==> src/sv/rcpd_pkg.sv <==
// shared types and constants for the rc pulse to h-bridge drive block
// payload structs, configuration struct, register indexes, queue sizing
package rcpd_pkg;

   localparam int TS_BITS     = 32;
   localparam int CMD_BITS    = 9;
   localparam int OFF_BITS    = 10;
   localparam int DUTY_BITS   = 8;
   localparam int JUMP_BITS   = 10;
   localparam int CSR_BITS    = 3;
   localparam int CSR_DBITS   = 10;

   localparam int PULSE_MIN_US = 1000;
   localparam int PULSE_MAX_US = 2000;
   localparam int CMD_TOP      = 511;
   localparam int DUTY_TOP     = 255;

   // reciprocal of 1000 scaled by 2^20, rounded down so the estimate never overshoots
   localparam int RECIP_MUL   = 1048;
   localparam int RECIP_SHIFT = 20;
   localparam int PROD_BITS   = 19;   // offset * 511 fits below 2^19
   localparam int REM_BITS    = 11;

   localparam int QDEPTH     = 4;
   localparam int QPTR_BITS  = $clog2(QDEPTH);
   localparam int QCNT_BITS  = $clog2(QDEPTH + 1);

   localparam logic [CMD_BITS-1:0]  RST_DB_UPPER  = 9'd265;
   localparam logic [CMD_BITS-1:0]  RST_DB_LOWER  = 9'd245;
   localparam logic [CMD_BITS-1:0]  RST_FWD_OFF   = 9'd256;
   localparam logic [CMD_BITS-1:0]  RST_REV_BASE  = 9'd255;
   localparam logic [JUMP_BITS-1:0] RST_JUMP      = 10'd400;
   localparam logic [CMD_BITS-1:0]  RST_LAST_GOOD = 9'd255;

   typedef enum logic [CSR_BITS-1:0] {
      CSR_DB_UPPER  = 3'd0,
      CSR_DB_LOWER  = 3'd1,
      CSR_FWD_OFF   = 3'd2,
      CSR_REV_BASE  = 3'd3,
      CSR_JUMP      = 3'd4
   } csr_index_type;

   typedef struct packed {
      logic               edge_level;
      logic [TS_BITS-1:0] timestamp_us;
      logic               full_on_mode;
   } req_type;

   typedef struct packed {
      logic [DUTY_BITS-1:0] drive_a_duty;
      logic [DUTY_BITS-1:0] drive_b_duty;
      logic                 neutral_led;
      logic [CMD_BITS-1:0]  command_value;
   } rsp_type;

   typedef struct packed {
      logic [CMD_BITS-1:0]  deadband_upper;
      logic [CMD_BITS-1:0]  deadband_lower;
      logic [CMD_BITS-1:0]  forward_offset;
      logic [CMD_BITS-1:0]  reverse_base;
      logic [JUMP_BITS-1:0] jump_limit;
   } cfg_type;

   // clamped pulse width minus 1000 us, plus drive mode
   typedef struct packed {
      logic                full_on;
      logic [OFF_BITS-1:0] offset;
   } qentry_type;

endpackage

==> src/sv/rcpd_front.sv <==
// front end: accepts edge events, keeps the pulse start time, measures and clamps
// the width of each pulse and pushes it to the queue; uses rcpd_pkg
module rcpd_front
   import rcpd_pkg::*;
(
   input  logic       clock,
   input  logic       reset,
   input  logic       req_valid,
   output logic       req_stall,
   input  req_type    req_data,
   input  logic       q_full,
   output logic       q_push,
   output qentry_type q_entry
);

   logic [TS_BITS-1:0] start_ff;
   logic [TS_BITS-1:0] start_in;
   logic [TS_BITS-1:0] width;
   logic               accept;

   assign req_stall = q_full;
   assign accept    = req_valid && !q_full;
   assign q_push    = accept && !req_data.edge_level;

   // subtraction wraps modulo the timestamp width
   assign width = req_data.timestamp_us - start_ff;

   always_comb begin
      q_entry.full_on = req_data.full_on_mode;
      if (width < TS_BITS'(PULSE_MIN_US)) begin
         q_entry.offset = '0;
      end else if (width > TS_BITS'(PULSE_MAX_US)) begin
         q_entry.offset = OFF_BITS'(PULSE_MAX_US - PULSE_MIN_US);
      end else begin
         q_entry.offset = OFF_BITS'(width - TS_BITS'(PULSE_MIN_US));
      end
   end

   always_comb begin
      start_in = start_ff;
      if (accept && req_data.edge_level) begin
         start_in = req_data.timestamp_us;
      end
   end

   always_ff @(posedge clock) begin
      if (reset) begin
         start_ff <= '0;
      end else begin
         start_ff <= start_in;
      end
   end

endmodule

==> src/sv/rcpd_fifo.sv <==
// short queue between front and back end, depth from rcpd_pkg
// holds measured pulse offsets and drive mode
module rcpd_fifo
   import rcpd_pkg::*;
(
   input  logic       clock,
   input  logic       reset,
   input  logic       push,
   input  qentry_type push_data,
   output logic       full,
   input  logic       pop,
   output logic       not_empty,
   output qentry_type head_data
);

   qentry_type           mem_ff [QDEPTH];
   logic [QPTR_BITS-1:0] wr_ptr_ff, wr_ptr_in;
   logic [QPTR_BITS-1:0] rd_ptr_ff, rd_ptr_in;
   logic [QCNT_BITS-1:0] count_ff, count_in;

   assign full      = (count_ff == QCNT_BITS'(QDEPTH));
   assign not_empty = (count_ff != '0);
   assign head_data = mem_ff[rd_ptr_ff];

   always_comb begin
      wr_ptr_in = wr_ptr_ff;
      rd_ptr_in = rd_ptr_ff;
      count_in  = count_ff;
      if (push) begin
         wr_ptr_in = wr_ptr_ff + 1'b1;
      end
      if (pop) begin
         rd_ptr_in = rd_ptr_ff + 1'b1;
      end
      if (push && !pop) begin
         count_in = count_ff + 1'b1;
      end else if (pop && !push) begin
         count_in = count_ff - 1'b1;
      end
   end

   always_ff @(posedge clock) begin
      if (reset) begin
         wr_ptr_ff <= '0;
         rd_ptr_ff <= '0;
         count_ff  <= '0;
      end else begin
         wr_ptr_ff <= wr_ptr_in;
         rd_ptr_ff <= rd_ptr_in;
         count_ff  <= count_in;
      end
   end

   always_ff @(posedge clock) begin
      if (push) begin
         mem_ff[wr_ptr_ff] <= push_data;
      end
   end

endmodule

==> src/sv/rcpd_back.sv <==
// back end: maps pulse offset to a 0..511 command, filters bad commands against the
// last good one and drives the h-bridge duties; uses rcpd_pkg
module rcpd_back
   import rcpd_pkg::*;
(
   input  logic       clock,
   input  logic       reset,
   input  cfg_type    cfg,
   input  logic       q_valid,
   input  qentry_type q_data,
   output logic       q_pop,
   output logic       rsp_valid,
   input  logic       rsp_stall,
   output rsp_type    rsp_data
);

   localparam int QEST_BITS = PROD_BITS + 11 - RECIP_SHIFT;

   // stage 1: offset * 511
   logic                  s1_v_ff, s1_fo_ff;
   logic [PROD_BITS-1:0]  s1_p_ff, s1_p_in;
   // stage 2: quotient estimate
   logic                  s2_v_ff, s2_fo_ff;
   logic [PROD_BITS-1:0]  s2_p_ff;
   logic [QEST_BITS-1:0]  s2_q_ff, s2_q_in;
   logic [PROD_BITS+10:0] prod;
   // stage 3: corrected command
   logic                  s3_v_ff, s3_fo_ff;
   logic [CMD_BITS-1:0]   s3_cmd_ff, s3_cmd_in;
   logic [PROD_BITS-1:0]  rem;
   // output stage
   logic                  out_v_ff;
   rsp_type               out_ff, out_in;
   logic [CMD_BITS-1:0]   last_ff, last_in;

   logic                  free1, free2, free3, en_out;
   logic [CMD_BITS-1:0]   diff, use_cmd, fwd_d, rev_d;
   logic                  reject;

   assign en_out = !out_v_ff || !rsp_stall;
   assign free3  = !s3_v_ff || en_out;
   assign free2  = !s2_v_ff || free3;
   assign free1  = !s1_v_ff || free2;
   assign q_pop  = free1 && q_valid;

   assign rsp_valid = out_v_ff;
   assign rsp_data  = out_ff;

   assign s1_p_in = (PROD_BITS'(q_data.offset) << CMD_BITS) - PROD_BITS'(q_data.offset);

   assign prod    = (PROD_BITS + 11)'(s1_p_ff) * (PROD_BITS + 11)'(RECIP_MUL);
   assign s2_q_in = prod[PROD_BITS+10:RECIP_SHIFT];

   // estimate is low by at most one
   assign rem       = s2_p_ff - PROD_BITS'(s2_q_ff) * PROD_BITS'(PULSE_MAX_US - PULSE_MIN_US);
   assign s3_cmd_in = CMD_BITS'(s2_q_ff)
                      + CMD_BITS'(rem >= PROD_BITS'(PULSE_MAX_US - PULSE_MIN_US));

   always_comb begin
      diff    = (s3_cmd_ff > last_ff) ? (s3_cmd_ff - last_ff) : (last_ff - s3_cmd_ff);
      reject  = (s3_cmd_ff == '0) || (s3_cmd_ff == CMD_BITS'(CMD_TOP))
                || ({1'b0, diff, 1'b0} > {1'b0, cfg.jump_limit});
      use_cmd = reject ? last_ff : s3_cmd_ff;
      last_in = last_ff;
      if (en_out && s3_v_ff && !reject) begin
         last_in = s3_cmd_ff;
      end

      fwd_d = use_cmd - cfg.forward_offset;
      rev_d = cfg.reverse_base - use_cmd;

      out_in               = '0;
      out_in.command_value = use_cmd;
      if (use_cmd > cfg.deadband_upper) begin
         if (s3_fo_ff) begin
            out_in.drive_a_duty = DUTY_BITS'(DUTY_TOP);
         end else if (use_cmd <= cfg.forward_offset) begin
            out_in.drive_a_duty = '0;
         end else if (fwd_d > CMD_BITS'(DUTY_TOP)) begin
            out_in.drive_a_duty = DUTY_BITS'(DUTY_TOP);
         end else begin
            out_in.drive_a_duty = fwd_d[DUTY_BITS-1:0];
         end
      end else if (use_cmd < cfg.deadband_lower) begin
         if (s3_fo_ff) begin
            out_in.drive_b_duty = DUTY_BITS'(DUTY_TOP);
         end else if (cfg.reverse_base <= use_cmd) begin
            out_in.drive_b_duty = '0;
         end else if (rev_d > CMD_BITS'(DUTY_TOP)) begin
            out_in.drive_b_duty = DUTY_BITS'(DUTY_TOP);
         end else begin
            out_in.drive_b_duty = rev_d[DUTY_BITS-1:0];
         end
      end else begin
         out_in.neutral_led = 1'b1;
      end
   end

   always_ff @(posedge clock) begin
      if (reset) begin
         s1_v_ff  <= 1'b0;
         s2_v_ff  <= 1'b0;
         s3_v_ff  <= 1'b0;
         out_v_ff <= 1'b0;
         last_ff  <= RST_LAST_GOOD;
      end else begin
         if (free1) begin
            s1_v_ff <= q_valid;
         end
         if (free2) begin
            s2_v_ff <= s1_v_ff;
         end
         if (free3) begin
            s3_v_ff <= s2_v_ff;
         end
         if (en_out) begin
            out_v_ff <= s3_v_ff;
         end
         last_ff <= last_in;
      end
   end

   always_ff @(posedge clock) begin
      if (free1) begin
         s1_p_ff  <= s1_p_in;
         s1_fo_ff <= q_data.full_on;
      end
      if (free2) begin
         s2_p_ff  <= s1_p_ff;
         s2_q_ff  <= s2_q_in;
         s2_fo_ff <= s1_fo_ff;
      end
      if (free3) begin
         s3_cmd_ff <= s3_cmd_in;
         s3_fo_ff  <= s2_fo_ff;
      end
      if (en_out && s3_v_ff) begin
         out_ff <= out_in;
      end
   end

endmodule

==> src/sv/rc_pulse_to_hbridge_drive_core.sv <==
// a falling edge's result passes the queue, then each back-end stage in turn; rsp_stall can hold it
// throughput: one edge per cycle; rising edges give no result, a full 4-entry queue stalls input
// the back end runs a four-stage pipe (multiply, reciprocal estimate, correction, filter/drive)
// reset (synchronous): queue and pipe empty, registers at defaults, start time 0,
// last good command 255
module rc_pulse_to_hbridge_drive_core
   import rcpd_pkg::*;
(
   input  logic                 clock,
   input  logic                 reset,
   input  logic                 req_valid,
   output logic                 req_stall,
   input  req_type              req_data,
   output logic                 rsp_valid,
   input  logic                 rsp_stall,
   output rsp_type              rsp_data,
   input  logic                 csr_we,
   input  logic [CSR_BITS-1:0]  csr_index,
   input  logic [CSR_DBITS-1:0] csr_wdata
);

   cfg_type    cfg_ff, cfg_in;
   logic       q_push, q_full, q_pop, q_not_empty;
   qentry_type q_in_data, q_head;

   always_comb begin
      cfg_in = cfg_ff;
      if (csr_we) begin
         case (csr_index)
            CSR_DB_UPPER: cfg_in.deadband_upper = csr_wdata[CMD_BITS-1:0];
            CSR_DB_LOWER: cfg_in.deadband_lower = csr_wdata[CMD_BITS-1:0];
            CSR_FWD_OFF:  cfg_in.forward_offset = csr_wdata[CMD_BITS-1:0];
            CSR_REV_BASE: cfg_in.reverse_base   = csr_wdata[CMD_BITS-1:0];
            CSR_JUMP:     cfg_in.jump_limit     = csr_wdata[JUMP_BITS-1:0];
            default:      cfg_in = cfg_ff;
         endcase
      end
   end

   always_ff @(posedge clock) begin
      if (reset) begin
         cfg_ff.deadband_upper <= RST_DB_UPPER;
         cfg_ff.deadband_lower <= RST_DB_LOWER;
         cfg_ff.forward_offset <= RST_FWD_OFF;
         cfg_ff.reverse_base   <= RST_REV_BASE;
         cfg_ff.jump_limit     <= RST_JUMP;
      end else begin
         cfg_ff <= cfg_in;
      end
   end

   rcpd_front u_front (
      .clock     (clock),
      .reset     (reset),
      .req_valid (req_valid),
      .req_stall (req_stall),
      .req_data  (req_data),
      .q_full    (q_full),
      .q_push    (q_push),
      .q_entry   (q_in_data)
   );

   rcpd_fifo u_fifo (
      .clock     (clock),
      .reset     (reset),
      .push      (q_push),
      .push_data (q_in_data),
      .full      (q_full),
      .pop       (q_pop),
      .not_empty (q_not_empty),
      .head_data (q_head)
   );

   rcpd_back u_back (
      .clock     (clock),
      .reset     (reset),
      .cfg       (cfg_ff),
      .q_valid   (q_not_empty),
      .q_data    (q_head),
      .q_pop     (q_pop),
      .rsp_valid (rsp_valid),
      .rsp_stall (rsp_stall),
      .rsp_data  (rsp_data)
   );

   // stopped motor drives neither side
   assert property (@(posedge clock) disable iff (reset)
      rsp_valid && rsp_data.neutral_led |->
         rsp_data.drive_a_duty == '0 && rsp_data.drive_b_duty == '0)
      else $error("neutral result with nonzero duty");

   // never both half-bridges on at once
   assert property (@(posedge clock) disable iff (reset)
      rsp_valid |-> rsp_data.drive_a_duty == '0 || rsp_data.drive_b_duty == '0)
      else $error("both half-bridges driven");

   // rejected end values never become the command
   assert property (@(posedge clock) disable iff (reset)
      rsp_valid |-> rsp_data.command_value != '0
                    && rsp_data.command_value != CMD_BITS'(CMD_TOP))
      else $error("end-of-range command accepted");

   // queue never pops when empty
   assert property (@(posedge clock) disable iff (reset)
      q_pop |-> q_not_empty)
      else $error("pop from empty queue");

endmodule

==> config.mk <==
export PLATFORM = sky130hd
export DESIGN_NAME = rc_pulse_to_hbridge_drive_core
export DESIGN_NICKNAME = d
export VERILOG_FILES = /design/src/sv/rcpd_pkg.sv /design/src/sv/rcpd_front.sv /design/src/sv/rcpd_fifo.sv /design/src/sv/rcpd_back.sv /design/src/sv/rc_pulse_to_hbridge_drive_core.sv
export SDC_FILE = /design/constraint.sdc
export NUM_CORES = 1
export LEC_CHECK = 0
export BUFFER_PORTS_ARGS = -buffer_cell sky130_fd_sc_hd__buf_4
export CORE_ASPECT_RATIO = 0.75
export CORE_UTILIZATION = 58
export DETAILED_ROUTE_END_ITERATION = 12
export MAX_ROUTING_LAYER = met4
export PLACE_DENSITY = 0.82
export SETUP_SLACK_MARGIN = 0.15
export SLEW_MARGIN = 20
export SYNTH_ARGS = -nofsm -noshare
export SYNTH_HDL_FRONTEND = slang
export SYNTH_SLANG_ARGS = --single-unit
==> constraint.sdc <==
create_clock -name clock -period 9.6 [get_ports clock]
set_clock_uncertainty 0.15 [all_clocks]
set_input_delay 0.48 -clock clock [delete_from_list [all_inputs] [get_ports clock]]
set_output_delay 0.48 -clock clock [all_outputs]
set_load 0.02 [all_outputs]
==> metrics.yaml, run 1 <==
status:
  status: "complete, no violations"
worst_setup_path:
  critPathCaptureType: "register"
  crit_path_start_kind: "register"
  critPathMaxFanout: 11
  worst_ep_required_time_ns: 9.82
  crit_slowest_cell: "o21ai_0"
  reg2reg_depth: 29
  crit_arrival_ns: 8.40
  r2r_slack_ns: 1.42
  r2r-end: "u_back.rsp_data[13]"
  crit_type: "reg2reg"
  r2r_start: "u_back.s3_cmd_ff[5]"
  critPathMaxStageDelay_ns: 0.87
floorplan:
  io_pins: 80
  die_h_um: 148.3
  die-area_sq_um: 29220
  core_area_sq_um: 28050
  placementRows: 53
  die_w_um: 197.1
  initial_core_util_pct: 59.01
route:
  drcViolationCount: 0
  ant_nets: 0
  totalWireLength_mm: 37.63
  drt-initial-drc-count: 1068
  viasPerCell: 5.757
  wl_per_cell_um: 16.91
  dr_total_vias: 12814
  first_pass_iters: 5
logic_synthesis:
  synthAdderAreaFrac_pct: 21.68
  synthMuxAreaShare_pct: 2.668
  synth_xor_xnor_area_share_pct: 5.503
  yosys_most_used_dff: "edfxtp_1"
  synth_compound_area_share_pct: 14.54
  seq_area_frac_synth_pct: 35.13
  yosysUniqueCellTypes: 83
  ys_ff_latch: 227
  yosys_warnings: 0
  syn_area_per_cell_sq_um: 9.405
  synthSimpleGateAreaFrac_pct: 13.68
  synth_top_family_by_area: "adder cells"
  syn_inst: 1760
  synth_fp_nets: 2070
  async_flop_share_pct: 0
  synth_edf_count: 127
  synth_area_sq_um: 16550
clocking:
  clk_latency_ns: 0.53
  clk_pin_slew_ns: 0.06
  cts_hold_buf: 0
  cts-resized-gates: 0
  clockRootBuffer: "clkbuf_16"
  numCtsBuffers: 24
  cts_tree: "done"
  post_cts_buffers: 0
  cts.sinks: 227
  cts_buffer_depth: 3
  htree_levels: 1
place:
  dp_hpwl_mm: 29.00
  dpl_worst_slack_ns: 1.451
  io_buffers: 79
  gp_congestion: 0.9831
  placed_cell_area_sq_um: 17450
global_routing:
  antenna_found_initial: 1
  grt_first_pass_wirelength_mm: 61.57
  grt-ovfl-total: 0
  track_usage_pct: 26.97
  grt_max_degree: 100
  grt_pass1_vias: 12465
sta:
  timing.final.ws_setup_ns: 1.420
  fin_tns_setup_ns: 0
  hold_violations: 0
  min_period_ns: 8.180
  period_share_pct: 85.21
  rsz0062_at_grt: "false"
  max-slew-margin-rel_pct: 29.61
  fmax_mhz: 122.2
  worstMarginPinSlew_ns: 1.045
  finalSetupViolCount: 0
  drv_slew: 0
finish:
  regArea_sq_um: 5816
  nets: 2134
  mostFrequentLayoutCells: "244 x inv_1, 210 x ha_1, 208 x nand2_1"
  fill_cells: 2235
  final_area_sq_um: 18230
  multi_input_area_sq_um: 9624
  drive_gt1_share_pct: 9.185
  final_common_cell: "inv_1"
  area_delta_synth_final_pct: 10.11
min_path:
  hp-class: "in2reg"
  hold_depth: 1
  holdPathEnd: "u_fifo.mem_ff[1][10]"
  worstHoldStart: "req_data[0]"
job:
  maxCapViolations: 0
how the worst max path moves through the flow:
stage                                   start                  end  cells after the start
after global placement    u_back.s3_cmd_ff[6]  u_back.rsp_data[17]                     29
after CTS                 u_back.s3_cmd_ff[5]  u_back.rsp_data[11]                     30
after global routing      u_back.s3_cmd_ff[5]  u_back.rsp_data[13]                     30
final                     u_back.s3_cmd_ff[5]  u_back.rsp_data[13]                     29
after floorplan           u_back.s3_cmd_ff[5]  u_back.rsp_data[10]                     32
after detailed placement  u_back.s3_cmd_ff[5]  u_back.rsp_data[15]                     29
registers in the layout, indices dropped and copies added, names as in the netlist, 2 cells and up, named ones only:
signal / flops
u_front.start_ff: 32
u_back.s2_q_ff: 10
u_back.s2_p_ff: 16
u_fifo.count_ff: 3
u_fifo.rd_ptr_ff: 2
u_back.last_ff: 9
u_back.s1_p_ff: 19
u_fifo.wr_ptr_ff: 2
u_fifo.mem_ff: 44
u_back.rsp_data: 26
cfg_ff: 46
u_back.s3_cmd_ff: 9
cell families (layout without fill, tap and decap cells):
logic type / count (synthesis) / after routing
muxes: 30 / 30
adders and majority gates: 258 / 258
AOI/OAI and AO/OA: 381 / 381
buffers and inverters: 288 / 368
and+or+nand+nor: 472 / 472
DFF: 227 / 227
other: 0 / 1
xor gates and xnor gates: 104 / 104
per-stage QoR:
step / cells / utilization (%) / hold WS [ns]
after floorplan: 1760 / - / 0.2503
after global placement: 2183 / 62.19 / 0.2611
after detailed placement: 2183 / 62.20 / 0.2616
after CTS: 2225 / 64.94 / 0.003999
after global routing: 2226 / 64.98 / 0.002355
final: 2226 / 64.98 / 0.01930
synthesized netlist by cell type, types with 14 or more instances:
library cell,number,area (sq um)
fa_1,48,960.9
nand2b_1,14,87.58
nor2b_1,18,112.6
ha_1,210,2628
nor2_1,90,337.8
mux2i_1,16,160.2
nor3_1,20,100.1
a21oi_1,155,775.7
a21o_1,25,187.7
nand3b_1,16,120.1
inv_1,244,915.9
nand2_1,209,784.5
dfxtp_1,100,2002
xnor2_1,62,543.0
nand3_1,25,125.1
a211o_1,18,157.7
edfxtp_1,127,3814
clkbuf_1,36,135.1
nand4_1,19,118.9
o21ai_0,74,370.4
xor2_1,42,367.9
critical path, delay by kind of cell (launching register included):
family	cells	cell delay, ns
xor+xnor	1	0.16
simple gates	11	1.96
compound gates	13	3.97
fa+ha+maj	3	1.06
flops	1	0.45
mux	1	0.28
per-layer routing:
metal	vias up	share of wire, %	track usage (%)
met4	0	2.4	6.899
met2	432	45	42.69
met3	64	6.5	4.263
met1	6094	46	36.28
met5	-	0	-
li1	6224	-	-
final cells by class:
cell class                      count  area share, %
Antenna cell                        1        0.01373
Clock buffer                       31          3.844
Clock inverter                     11         0.3844
Inverter                          244          5.025
Multi-Input combinational cell   1245          52.80
Sequential cell                   227          31.91
Tap cell                          385          2.643
Timing Repair Buffer               82          3.378
Power of run 1 is left out: the tool's default activity adds up to more than one toggle a clock period on the data nets, which glitch-free logic cannot reach.
==> run 2, diff against run 1 <==
Settings changed: CORE_ASPECT_RATIO 0.75 to 1.1, SLEW_MARGIN 20 to 40.
Clock period 9.6 ns to 8.8 ns, I/O delays scaled along.
==> run 2 against run 1 <==
Hold slack about the same. Via count down 1.7%. Routed wire length down 3.6%. Setup slack worse by 0.029 ns. Register-to-register slack worse by 0.03 ns. Die area about the same.
==> metrics.yaml, run 2 (same netlist as run 1, synthesis figures left out) <==
sta:
  max-slew-margin-rel_pct: 46.54
  finalSetupViolCount: 0
  fmax_mhz: 135.0
  drv_slew: 0
  min_period_ns: 7.409
  rsz0062_at_grt: "false"
  fin_tns_setup_ns: 0
  worstMarginPinSlew_ns: 0.7935
  period_share_pct: 84.20
  hold_violations: 0
route:
  drcViolationCount: 0
  drt-initial-drc-count: 688
  wl_per_cell_um: 16.43
  viasPerCell: 5.703
  ant_nets: 0
  dr_total_vias: 12599
  totalWireLength_mm: 36.28
  first_pass_iters: 5
clocking:
  clk_pin_slew_ns: 0.07
  htree_levels: 1
  clk_latency_ns: 0.53
  cts.sinks: 227
  cts_tree: "done"
  numCtsBuffers: 25
  post_cts_buffers: 0
  clockRootBuffer: "clkbuf_16"
  cts_buffer_depth: 3
floorplan:
  die_h_um: 179.2
  io_pins: 80
  initial_core_util_pct: 59.23
  die_w_um: 163.1
  placementRows: 64
  die-area_sq_um: 29220
  core_area_sq_um: 27950
finish:
  reg.largest.list: "cfg_ff x46, u_fifo.mem_ff x44, u_front.start_ff x32"
  fill_cells: 2183
  regArea_sq_um: 5817
  final_core_util_pct: 65.29
  regMostFlops: "cfg_ff"
  area_delta_synth_final_pct: 10.24
  multi_input_area_sq_um: 9648
  largest_reg_flops: 46
  final_area_sq_um: 18250
  final_common_cell: "inv_1"
  antennaDiodeCount: 0
  drive_gt1_share_pct: 9.372
  nets: 2137
  mostFrequentLayoutCells: "244 x inv_1, 210 x ha_1, 208 x nand2_1"
worst_setup_path:
  critPathMaxFanout: 11
  critPathCaptureType: "register"
  worst_ep_required_time_ns: 8.90
  crit_type: "reg2reg"
  crit_slowest_cell: "edfxtp_1"
  reg2reg_depth: 32
  crit_arrival_ns: 7.51
  critPathMaxStageDelay_ns: 0.46
  crit_path_start_kind: "register"
status:
  status: "complete, no violations"
global_routing:
  grt_first_pass_wirelength_mm: 59.67
  track_usage_pct: 26.12
  grt-ovfl-total: 0
  grt_max_degree: 100
  antenna_found_initial: 0
  grt_pass1_vias: 12331
place:
  dp_hpwl_mm: 28.09
  gp_congestion: 0.9643
  io_buffers: 79
  placed_cell_area_sq_um: 17450
job:
  maxCapViolations: 0
min_path:
  hold_depth: 3
  hp-class: "in2reg"
[run 2: final timing paths]
| check | to | start | slack [ns] |
|---|---|---|---|
| max reg2reg | u_back.rsp_data[14] | u_back.s3_cmd_ff[6] | 1.39 |
| min reg2reg | u_back.s3_fo_ff | u_back.s2_fo_ff | 0.27 |
| min | u_front.start_ff[2] | req_data[3] | 0.02 |
| max | u_back.rsp_data[14] | u_back.s3_cmd_ff[6] | 1.39 |
[run 2: what timing repair did]
action	in CTS	in global routing
resized for setup	0	0
hold buffers	1	0
setup endpoints to repair	0	0
hold endpoints to repair	4	0
[run 2: cell type report]
cell class | instances | area share [%]
Tap cell | 363 | 2.489
Multi-Input combinational cell | 1245 | 52.87
Inverter | 244 | 5.019
Clock inverter | 12 | 0.4183
Sequential cell | 227 | 31.88
Timing Repair Buffer | 84 | 3.490
Clock buffer | 34 | 3.833
[run 2: metrics by stage]
stage / hold slack, ns / instances / setup WS, ns
2_1_floorplan: 0.2503 / 1760 / 2.071
3_3_place_gp: 0.2519 / 2162 / 1.312
3_5_place_dp: 0.2545 / 2162 / 1.347
4_1_cts: 0.004973 / 2209 / 1.267
5_1_grt: 0.01279 / 2209 / 0.6969
6_report: 0.01928 / 2209 / 1.391
[run 2: critical path, delay by kind of cell, from the launching register on]
kind,cells,cell delay [ns]
buf+inv,2,0.42
fa+ha+maj,3,1.02
xor+xnor,1,0.11
flops,1,0.46
compound gates,15,3.39
simple gates,10,1.36
mux,1,0.22
[run 2: metal layers]
| layer | vias to the layer above | routed length, um | part of all wire (%) | GRT usage, % |
|---|---|---|---|---|
| met3 | 61 | 1639 | 4.5 | 2.568 |
| li1 | 6226 | - | - | - |
| met1 | 5994 | 15880 | 44 | 32.49 |
| met5 | - | 0 | 0 | - |
| met2 | 318 | 18020 | 50 | 45.43 |
| met4 | 0 | 748 | 2.1 | 6.815 |
Power of run 2 is left out for the same reason.
==> run 3, diff against run 2 <==
Settings changed: ABC_AREA set to 1.
Clock period 8.8 ns to 6.9 ns, I/O delays scaled along.
==> run 3 against run 2 <==
The flow now finishes with violations (negative hold slack). First-iteration DRC count grew 85%. Final area grew 9.7%. Synthesized area grew 6.8%. Global-route usage grew 3.0 points. Die area grew 6.7%. Critical path depth shrank 7. Via count grew 22%. Non-clock buffer count grew 44. Sequential cell count is the same. Register-to-register slack lost 0.86 ns. Cell count grew 28%. Largest cell class unchanged.
==> metrics.yaml, run 3 <==
status:
  status: "finished, violations left"
  violations: "negative hold slack"
place:
  io_buffers: 79
  gp_congestion: 0.9978
  dp_hpwl_mm: 33.04
worst_setup_path:
  crit_type: "reg2reg"
  critPathMaxStageDelay_ns: 0.55
  crit_path_start_kind: "register"
  r2r_start: "u_back.s2_q_ff[2]"
  crit_slowest_cell: "fa_1"
  cp_top_family: "adder cells"
  reg2reg_depth: 25
  critPathMaxFanout: 5
  crit_buf_inv: 3
  crit_arrival_ns: 6.49
  r2r_slack_ns: 0.53
  r2r-end: "u_back.s3_cmd_ff[8]"
  worst_ep_required_time_ns: 7.02
  critPathCaptureType: "register"
  cp_common_cell: "fa_1"
job:
  maxCapViolations: 0
finish:
  largest_reg_flops: 46
  nets: 2704
  area_delta_synth_final_pct: 13.27
  drive_gt1_share_pct: 8.326
  final_common_cell: "nand2_1"
  mostFrequentLayoutCells: "466 x nand2_1, 432 x inv_1, 209 x ha_1"
  regMostFlops: "cfg_ff"
  reg.largest.list: "cfg_ff x46, u_fifo.mem_ff x44, u_front.start_ff x32"
logic_synthesis:
  synth_common_cells: "467 x nand2_1, 438 x inv_1, 210 x ha_1, 194 x a21oi_1, 160 x nor2_1"
  synth_xor_xnor_area_share_pct: 4.651
  ys_ff_latch: 227
  yosys.area.top_type: "edfxtp_1"
  synth_area_sq_um: 17680
  yosys_most_used_dff: "edfxtp_1"
  syn_inst: 2271
  seq_area_frac_synth_pct: 32.90
  synth_fp_nets: 2581
  yosysUniqueCellTypes: 49
  synthAdderAreaFrac_pct: 20.30
  yosys_warnings: 0
  synth_edf_count: 127
  syn_area_per_cell_sq_um: 7.783
  synth_top_area_share_pct: 21.58
  synth_top_family_by_area: "adder cells"
  async_flop_share_pct: 0
  synthSimpleGateAreaFrac_pct: 19.33
  synth_area_leaders: "edfxtp_1 22%, ha_1 15%, dfxtp_1 11%, nand2_1 9.9%, inv_1 9.3%"
  synth_compound_area_share_pct: 12.44
  synth_most_common_cell: "nand2_1"
  synthMuxAreaShare_pct: 0
clocking:
  cts.sinks: 227
  clockRootBuffer: "clkbuf_16"
  clk_latency_ns: 0.53
  htree_levels: 1
  cts_tree: "done"
  cts_buffer_depth: 3
  numCtsBuffers: 26
  clk_pin_slew_ns: 0.06
sta:
  period_share_pct: 92.31
  worstMarginPinSlew_ns: 0.7722
  fin_tns_setup_ns: 0
  hold_violations: 2
  finalSetupViolCount: 0
  drv_slew: 0
  max-slew-margin-rel_pct: 48.45
  rsz0062_at_grt: "true"
  fmax_mhz: 157.0
  hold_slack_ns: -0.02198
  min_period_ns: 6.369
global_routing:
  grt-ovfl-total: 0
  antenna_found_initial: 1
  grt_max_degree: 65
  grt_pass1_vias: 15189
  track_usage_pct: 29.08
  grt_first_pass_wirelength_mm: 71.06
route:
  drcViolationCount: 0
  totalWireLength_mm: 43.38
  viasPerCell: 5.423
  dr_total_vias: 15310
  first_pass_iters: 5
  ant_nets: 0
  drt-initial-drc-count: 1275
  wl_per_cell_um: 15.36
min_path:
  holdPathEnd: "u_front.start_ff[25]"
  hold_depth: 3
  worstHoldStart: "req_data[26]"
  hp-class: "in2reg"
floorplan:
  die_w_um: 168.4
  die_h_um: 185.1
  initial_core_util_pct: 59.29
  placementRows: 66
  die-area_sq_um: 31180
  io_pins: 80
  core_area_sq_um: 29810
==> run 3: through the flow <==
stage	worst slack, ns	utilization [%]	area [sq um]	instances
final	0.5307	67.16	20020	2823
after global routing	0.02924	67.16	20020	2823
after CTS	0.2767	66.89	19940	2816
after detailed placement	0.3203	62.76	18710	2730
after global placement	0.4925	62.67	18680	2730
after floorplan	0.8393	-	17680	2271
==> run 3: cell families (layout without fill, tap and decap cells) <==
| family | after synthesis | count (layout) |
|---|---|---|
| AND/OR/NAND/NOR | 812 | 812 |
| buffers and inverters | 484 | 627 |
| AO/OA/AOI/OAI | 397 | 397 |
| adder cells (fa/ha/maj) | 258 | 258 |
| flip-flops | 227 | 227 |
| XOR/XNOR | 93 | 93 |
| other | 0 | 1 |
==> run 3: final cells by class <==
type,count,area [sq um]
Fill cell,2434,9791
Sequential cell,227,5816
Clock inverter,17,148.9
Clock buffer,31,700.7
Timing Repair Buffer,128,1056
Multi-Input combinational cell,1560,10090
Antenna cell,1,2.502
Tap cell,408,510.5
Inverter,451,1693
==> run 3: repair_timing <==
| action | in CTS | in global routing |
|---|---|---|
| resized for setup | 0 | 15 |
| setup buffers | 0 | 6 |
| hold endpoints to repair | 59 | 0 |
| hold buffers | 38 | 0 |
| setup endpoints to repair | 0 | 18 |
==> run 3: worst max-delay path by stage <==
stage / slack (ns) / depth (start not counted) / end / from
6_report: 0.53 / 25 / u_back.s3_cmd_ff[8] / u_back.s2_q_ff[2]
5_1_grt: 0.03 / 27 / u_back.s3_cmd_ff[8] / u_back.s2_q_ff[2]
2_1_floorplan: 0.84 / 31 / u_back.s3_cmd_ff[8] / u_back.s2_q_ff[0]
3_5_place_dp: 0.32 / 31 / u_back.s3_cmd_ff[8] / u_back.s2_q_ff[2]
3_3_place_gp: 0.49 / 31 / u_back.s3_cmd_ff[8] / u_back.s2_q_ff[2]
4_1_cts: 0.28 / 31 / u_back.s3_cmd_ff[8] / u_back.s2_q_ff[2]
==> run 3: routing by layer <==
layer  GRT usage (%)  wire, um  vias to the layer above
li1                -         -                     7641
met1           34.61     18490                     7091
met4           10.76      1372                        0
met5               -         0                        -
met3           3.526      2332                      125
met2           50.62     21180                      453
==> run 3: worst register-to-register path, delay by kind of cell, from the launching register on <==
kind | cells | cell delay (ns)
AOI/OAI and AO/OA | 7 | 1.25
xor gates and xnor gates | 3 | 0.51
DFF | 1 | 0.45
and+or+nand+nor | 5 | 0.56
adders and majority gates | 7 | 2.84
buffers and inverters | 3 | 0.37
Power of run 3 is left out for the same reason.
